$ cat src/rtl/core/xcpr_pkg.sv
// Package with the types and constants shared by the packet receiver modules.
package xcpr_pkg;

  localparam logic [7:0] StartByte = 8'hA1;
  localparam int unsigned TypeShift = 6;
  localparam int unsigned LenWidth = 6;
  localparam int unsigned CountWidth = LenWidth + 1;

  typedef enum logic [2:0] {
    EvIgnored = 3'd0,
    EvStart   = 3'd1,
    EvHeader  = 3'd2,
    EvPayload = 3'd3,
    EvDone    = 3'd4
  } xcpr_event_e;

  typedef enum logic [1:0] {
    FtHandshake = 2'd0,
    FtAckNack   = 2'd1,
    FtRequest   = 2'd2,
    FtData      = 2'd3
  } xcpr_ftype_e;

  typedef enum logic [1:0] {
    RpNone   = 2'd0,
    RpAck    = 2'd1,
    RpNack   = 2'd2,
    RpAckHdr = 2'd3
  } xcpr_reply_e;

  localparam logic [1:0] AnvInvalid = 2'd2;
  localparam logic [1:0] AnvAck     = 2'd1;

  typedef struct packed {
    xcpr_event_e         event_res;
    xcpr_ftype_e         frame_type;
    logic [LenWidth-1:0] frame_length;
    logic [7:0]          payload_byte;
    logic [LenWidth-1:0] payload_index;
    logic                checksum_ok;
    xcpr_reply_e         reply;
    logic                handshake_established;
    logic [1:0]          ack_nack_value;
    logic                handling_request_now;
    logic [7:0]          request_value;
  } xcpr_result_t;

endpackage

$ cat src/rtl/core/xcpr_in_stage.sv
// Input register that holds one received byte until the deframer takes it.
module xcpr_in_stage (
  input  logic       clk_i,
  input  logic       rst_ni,
  input  logic       rx_valid_i,
  output logic       rx_ready_o,
  input  logic [7:0] rx_byte_i,
  input  logic       take_i,
  output logic       valid_o,
  output logic [7:0] byte_o
);

  logic       valid_q, valid_d;
  logic [7:0] byte_q, byte_d;

  assign rx_ready_o = !valid_q || take_i;

  always_comb begin
    valid_d = valid_q;
    byte_d  = byte_q;
    if (rx_valid_i && rx_ready_o) begin
      valid_d = 1'b1;
      byte_d  = rx_byte_i;
    end else if (take_i) begin
      valid_d = 1'b0;
    end
  end

  always_ff @(posedge clk_i or negedge rst_ni) begin
    if (!rst_ni) begin
      valid_q <= 1'b0;
    end else begin
      valid_q <= valid_d;
    end
  end

  always_ff @(posedge clk_i) begin
    byte_q <= byte_d;
  end

  assign valid_o = valid_q;
  assign byte_o  = byte_q;

endmodule

$ cat src/rtl/core/xcpr_deframer.sv
// Frame state, running checksum and protocol reaction for one byte per step.
module xcpr_deframer (
  input  logic                  clk_i,
  input  logic                  rst_ni,
  input  logic                  step_i,
  input  logic [7:0]            byte_i,
  output xcpr_pkg::xcpr_result_t res_o
);
  import xcpr_pkg::*;

  logic                  in_frame_q, in_frame_d;
  logic [CountWidth-1:0] count_q, count_d;
  xcpr_ftype_e           type_q, type_d;
  logic [LenWidth-1:0]   len_q, len_d;
  logic [7:0]            xor_q, xor_d;
  logic [7:0]            first_q, first_d;
  logic                  hs_up_q, hs_up_d;
  logic                  handling_q, handling_d;
  logic [7:0]            req_q, req_d;
  logic [CountWidth-1:0] idx;
  logic                  good;

  assign idx  = count_q - CountWidth'(1);
  assign good = (xor_q == byte_i);

  always_comb begin
    in_frame_d = in_frame_q;
    count_d    = count_q;
    type_d     = type_q;
    len_d      = len_q;
    xor_d      = xor_q;
    first_d    = first_q;
    hs_up_d    = hs_up_q;
    handling_d = handling_q;
    req_d      = req_q;
    res_o      = '0;
    res_o.event_res  = EvIgnored;
    res_o.frame_type = FtHandshake;
    res_o.reply      = RpNone;

    if (!in_frame_q && byte_i == StartByte) begin
      in_frame_d      = 1'b1;
      count_d         = '0;
      res_o.event_res = EvStart;
    end else if (in_frame_q && count_q == ({1'b0, len_q} + CountWidth'(1))) begin
      in_frame_d         = 1'b0;
      count_d            = '0;
      res_o.event_res    = EvDone;
      res_o.frame_type   = type_q;
      res_o.frame_length = len_q;
      res_o.checksum_ok  = good;
      if (hs_up_q || type_q == FtHandshake) begin
        case (type_q)
          FtHandshake: begin
            hs_up_d     = good;
            res_o.reply = good ? RpAckHdr : RpNack;
          end
          FtAckNack: begin
            if (good) begin
              res_o.ack_nack_value = (first_q > 8'd1) ? AnvInvalid : first_q[1:0];
            end else begin
              res_o.ack_nack_value = AnvInvalid;
              res_o.reply          = RpNack;
            end
          end
          FtRequest: begin
            res_o.ack_nack_value = AnvAck;
            if (good) begin
              req_d       = first_q;
              handling_d  = 1'b1;
              res_o.reply = RpAck;
            end else begin
              res_o.reply = RpNack;
            end
          end
          default: begin
            res_o.reply = good ? RpAck : RpNack;
          end
        endcase
      end
    end else if (in_frame_q && count_q != '0) begin
      if (idx == '0) begin
        first_d = byte_i;
      end
      xor_d               = xor_q ^ byte_i;
      count_d             = count_q + CountWidth'(1);
      res_o.event_res     = EvPayload;
      res_o.frame_type    = type_q;
      res_o.frame_length  = len_q;
      res_o.payload_byte  = byte_i;
      res_o.payload_index = idx[LenWidth-1:0];
    end else if (in_frame_q) begin
      count_d            = CountWidth'(1);
      type_d             = xcpr_ftype_e'(byte_i[7:TypeShift]);
      len_d              = byte_i[LenWidth-1:0];
      xor_d              = '0;
      first_d            = '0;
      res_o.event_res    = EvHeader;
      res_o.frame_type   = type_d;
      res_o.frame_length = len_d;
    end

    res_o.handshake_established = hs_up_d;
    res_o.handling_request_now  = handling_d;
    res_o.request_value         = req_d;
  end

  always_ff @(posedge clk_i or negedge rst_ni) begin
    if (!rst_ni) begin
      in_frame_q <= 1'b0;
      count_q    <= '0;
      type_q     <= FtHandshake;
      len_q      <= '0;
      xor_q      <= '0;
      first_q    <= '0;
      hs_up_q    <= 1'b0;
      handling_q <= 1'b0;
      req_q      <= '0;
    end else if (step_i) begin
      in_frame_q <= in_frame_d;
      count_q    <= count_d;
      type_q     <= type_d;
      len_q      <= len_d;
      xor_q      <= xor_d;
      first_q    <= first_d;
      hs_up_q    <= hs_up_d;
      handling_q <= handling_d;
      req_q      <= req_d;
    end
  end

endmodule

$ cat src/rtl/core/xcpr_out_stage.sv
// Result register that holds one result until the receiving side takes it.
module xcpr_out_stage (
  input  logic                  clk_i,
  input  logic                  rst_ni,
  input  logic                  load_i,
  input  xcpr_pkg::xcpr_result_t res_i,
  output logic                  free_o,
  output logic                  res_valid_o,
  input  logic                  res_ready_i,
  output xcpr_pkg::xcpr_result_t res_o
);
  import xcpr_pkg::*;

  logic         valid_q, valid_d;
  xcpr_result_t res_q, res_d;

  assign free_o = !valid_q || res_ready_i;

  always_comb begin
    valid_d = valid_q;
    res_d   = res_q;
    if (load_i) begin
      valid_d = 1'b1;
      res_d   = res_i;
    end else if (res_ready_i) begin
      valid_d = 1'b0;
    end
  end

  always_ff @(posedge clk_i or negedge rst_ni) begin
    if (!rst_ni) begin
      valid_q <= 1'b0;
    end else begin
      valid_q <= valid_d;
    end
  end

  always_ff @(posedge clk_i) begin
    res_q <= res_d;
  end

  assign res_valid_o = valid_q;
  assign res_o       = res_q;

endmodule

$ cat src/rtl/core/xor_checked_packet_receiver_unit.sv
// Path: a request byte is registered in the input stage, stepped through the deframer
// when the result register is free, and its result is held in the result register.
// Rate: one request per cycle while res_ready_i keeps the result register free; the
// deframer's frame state loop updates on each step, so bytes may follow back to back.
// Reset: rst_ni clears all frame and protocol state and empties both stages.
module xor_checked_packet_receiver_unit (
  input  logic       clk_i,
  input  logic       rst_ni,
  input  logic       rx_valid_i,
  output logic       rx_ready_o,
  input  logic [7:0] rx_byte_i,
  output logic       res_valid_o,
  input  logic       res_ready_i,
  output logic [2:0] event_res_o,
  output logic [1:0] frame_type_o,
  output logic [5:0] frame_length_o,
  output logic [7:0] payload_byte_o,
  output logic [5:0] payload_index_o,
  output logic       checksum_ok_o,
  output logic [1:0] reply_o,
  output logic       handshake_established_o,
  output logic [1:0] ack_nack_value_o,
  output logic       handling_request_now_o,
  output logic [7:0] request_value_o
);
  import xcpr_pkg::*;

  logic         in_valid;
  logic [7:0]   in_byte;
  logic         out_free;
  logic         step;
  xcpr_result_t step_res;
  xcpr_result_t out_res;

  assign step = in_valid && out_free;

  xcpr_in_stage u_in_stage (
    .clk_i      (clk_i),
    .rst_ni     (rst_ni),
    .rx_valid_i (rx_valid_i),
    .rx_ready_o (rx_ready_o),
    .rx_byte_i  (rx_byte_i),
    .take_i     (step),
    .valid_o    (in_valid),
    .byte_o     (in_byte)
  );

  xcpr_deframer u_deframer (
    .clk_i  (clk_i),
    .rst_ni (rst_ni),
    .step_i (step),
    .byte_i (in_byte),
    .res_o  (step_res)
  );

  xcpr_out_stage u_out_stage (
    .clk_i       (clk_i),
    .rst_ni      (rst_ni),
    .load_i      (step),
    .res_i       (step_res),
    .free_o      (out_free),
    .res_valid_o (res_valid_o),
    .res_ready_i (res_ready_i),
    .res_o       (out_res)
  );

  assign event_res_o             = out_res.event_res;
  assign frame_type_o            = out_res.frame_type;
  assign frame_length_o          = out_res.frame_length;
  assign payload_byte_o          = out_res.payload_byte;
  assign payload_index_o         = out_res.payload_index;
  assign checksum_ok_o           = out_res.checksum_ok;
  assign reply_o                 = out_res.reply;
  assign handshake_established_o = out_res.handshake_established;
  assign ack_nack_value_o        = out_res.ack_nack_value;
  assign handling_request_now_o  = out_res.handling_request_now;
  assign request_value_o         = out_res.request_value;

endmodule
$ cat config.mk
export PLATFORM = sky130hd
export DESIGN_NAME = xor_checked_packet_receiver_unit
export DESIGN_NICKNAME = d
export VERILOG_FILES = /design/src/rtl/core/xcpr_pkg.sv /design/src/rtl/core/xcpr_in_stage.sv /design/src/rtl/core/xcpr_deframer.sv /design/src/rtl/core/xcpr_out_stage.sv /design/src/rtl/core/xor_checked_packet_receiver_unit.sv
export SDC_FILE = /design/constraint.sdc
export NUM_CORES = 1
export LEC_CHECK = 0
export BUFFER_PORTS_ARGS = -buffer_cell sky130_fd_sc_hd__buf_2
export CAP_MARGIN = 20
export CORE_MARGIN = 1
export CORE_UTILIZATION = 60
export DETAILED_ROUTE_END_ITERATION = 8
export PLACE_DENSITY = 0.82
export RECOVER_POWER = 50
export SKIP_CTS_REPAIR_TIMING = 1
export SYNTH_ARGS = -nofsm -noshare
export SYNTH_HDL_FRONTEND = slang
export SYNTH_SLANG_ARGS = --single-unit
$ cat constraint.sdc
create_clock -name clk_i -period 5.5 [get_ports clk_i]
set_clock_uncertainty 0.15 [all_clocks]
set_input_delay 0.275 -clock clk_i [delete_from_list [all_inputs] [get_ports clk_i]]
set_output_delay 0.275 -clock clk_i [all_outputs]
set_load 0.005 [all_outputs]
==> out/qor.yml <==
outcome: "complete, but fails checks"
violations: "capacitance limit, slew limit"
p_int_mw: 1.14
crit_chain: "ha_1 > nor2_1 > nor2_1 > a221oi_1 > o221ai_2 > buf_4 > or4_1 > mux2_4"
synthTopCellsByArea: "edfxtp_1, dfrtp_1, mux2_2"
async_reset_ff_share_pct: 47.8
final_core_util_pct: 72.2
cts_sinks: 92
setup_violations: 0
cts-root-buf: "clkbuf_8"
pin_count: 54
core_sq_mm: 0.00691
irDropWorstVdd_uv: 222
port_buffers: 53
dieArea_sq_mm: 0.00763
synth_top_area_share_pct: 33.0
firstDrtPassIters: 5
relSlewSlack_pct: -35.6
grt_usage_pct: 24.3
p_per_area_mw_per_mm2: 317
pwr-share-seq_pct: 53.0
grt_first_pass_wirelength_microns: 13900
hp-start: "res_ready_i"
yosysSeqAreaShare_pct: 58.1
cp.required_ps: 5590
grt.overflow.total: 0
postLayoutCellArea_sq_mm: 0.00499
reg2reg_slack_ps: 2230
rows: 30
numCtsBuffers: 9
place.gp.congestion: 0.793
timing.rr.start: "u_deframer.len_q[0]"
diodes: 0
path_max_fanout: 36
vias_per_cell: 5.98
antenna_found_initial: 0
grt_max_degree: 45
layout.nets: 426
switchingPower_uw: 442
synth-seq-cells: 92
holdPathStages: 3
synthCells: 350
cpMostUsedCell: "nor2_1"
min_period_ps: 3270
synth-edff-count: 48
cts_tree: "yes"
fp.dieH_microns: 87.4
syn_nets: 370
dp.cells: 480
route.detailed.drc: 0
rsz0062_at_grt: "false"
rr_worst_depth: 8
synth_top_area_cell: "edfxtp_1"
postRouteWirelength_microns: 8830
synthFlopType: "edfxtp_1"
critPathTopFamily: "simple AND/OR/NAND/NOR gates"
drt_iter0_drc: 316
dpl_cell_area_sq_mm: 0.00469
pwr-share-clk_pct: 32.1
cp-start-kind: "flop"
comb_power_share_pct: 14.9
finalHoldViolations: 0
syn_to_final_growth_pct: 14.1
start_util_pct: 63.3
drv_slew: 38
clock_latency_ps: 360
timing.setup.critical_path_class: "flop to flop"
crit_arrival_ps: 3360
cp-end-kind: "flop"
clk_pin_slew_ps: 100
worstReg2RegEnd: "u_deframer.req_q[4]"
clk_path_buf_depth: 2
tns_ps: 0
drv_cap: 1
vias: 3034
crit_buf_inv: 1
post-dp-hpwl_microns: 5620
routedWlPerCell_microns: 17.4
first_global_vias: 2733
netlist_area_sq_mm: 0.00437
ant_nets: 0
cpMaxStageDelayCell: "or4_1"
htreeDepth: 3
final_cells: 507
synth.avg_cell_area_sq_um: 12.5
final.period_utilization_pct: 59.5
p_leak_nw: 2.20
worst_pin_slew_ps: 2030
cpPeakStageDelay_ps: 830
hp-class: "primary input to flop"
fmax_mhz: 305
final_layout_size_suffix_gt1_share_pct: 20.7
yosys_warnings: 0
fp.dieW_microns: 87.4
finalPower_mw: 1.58
synth_cell_type_count: 46
p_sw_share_pct: 28.0
min_to: "u_in_stage.valid_o"
-- worst min-delay path: stages --
cell	delay (ps)
buf_2	80
nand3b_1	130
nand2b_1	60
-- Yosys cell counts, types with 10 or more instances --
cell type and count:
edfxtp_1 48, nand2b_1 16, inv_1 11, nand3_1 12
clkbuf_1 15, dfrtp_1 44, nand2_1 17, o2bb2ai_1 10
xor2_1 13, and3_1 22, nor2_1 14, mux2_2 24
-- layout make-up --
type,instances,area (sq um)
fill,505,1920
clock buffer,10,128
timing repair buffer,66,360
sequential,92,2540
tap,96,120
clock inverter,6,96.3
inverter,11,41.3
multi-input combinational,226,1700
-- logic make-up (layout without fill, tap and decap cells) --
logic type | count (synthesis) | after routing | synth area share (%)
AND/OR/NAND/NOR | 109 | 109 | 13.9
flip-flops | 92 | 92 | 58.1
AO/OA/AOI/OAI | 55 | 55 | 9.30
multiplexers | 34 | 34 | 9.38
buffers and inverters | 32 | 93 | 2.95
XOR/XNOR | 20 | 20 | 4.01
adder cells (fa/ha/maj) | 8 | 8 | 2.29
-- how the worst max path moves through the flow --
stage	from	endpoint	slack, ps	depth (start not counted)
floorplan	u_deframer.len_q[0]	u_deframer.req_q[0]	2760	9
global placement	u_deframer.len_q[0]	u_deframer.req_q[7]	2400	8
detailed placement	u_deframer.len_q[0]	u_deframer.req_q[4]	2290	8
CTS	u_deframer.len_q[0]	u_deframer.req_q[4]	2260	8
global route	u_deframer.len_q[0]	u_deframer.req_q[4]	2130	8
finish	u_deframer.len_q[0]	u_deframer.req_q[4]	2230	8
-- through the flow --
step	hold WS, ps	setup WS (ps)
floorplan	-171	2760
global placement	301	2400
detailed placement	295	2290
CTS	-75.1	2260
global route	123	2130
finish	81.8	2230
-- power groups by stage --
| stage | combinational [mW] | sequential, mW | clock (mW) |
|---|---|---|---|
| after floorplan | 0.177 | 0.828 | 0 |
| after global placement | 0.224 | 0.849 | 0 |
| after detailed placement | 0.229 | 0.849 | 0 |
| after CTS | 0.231 | 0.836 | 0.512 |
| after global routing | 0.262 | 0.845 | 0.533 |
| final | 0.236 | 0.837 | 0.507 |
-- placed cells by master (no fill, tap or decap), types with 11 or more instances in the layout --
| cell | count |
|---|---|
| edfxtp_1 | 48 |
| nand2b_1 | 16 |
| nand3_1 | 12 |
| and3_1 | 22 |
| dfrtp_1 | 44 |
| inv_1 | 11 |
| clkbuf_1 | 20 |
| xor2_1 | 13 |
| buf_2 | 34 |
| nor2_1 | 14 |
| nand2_1 | 17 |
| mux2_2 | 24 |
-- per-layer routing --
metal | vias up | wire length (microns) | global-route usage (%)
met3 | 10 | 467 | 5.59
met4 | 0 | 121 | 6.41
met2 | 101 | 4340 | 39.5
met1 | 1513 | 3900 | 33.2
li1 | 1410 | - | -
met5 | - | 0 | 0
-- registers in the layout (all words and copies together) (netlist names), 2 cells and up --
name / flops
u_deframer.type_q: 2
u_out_stage.res_o: 40
u_deframer.len_q: 6
u_deframer.first_q: 8
u_in_stage.byte_o: 8
u_deframer.count_q: 7
u_deframer.xor_q: 8
u_deframer.req_q: 8
Power figures use the tool's default switching activity.
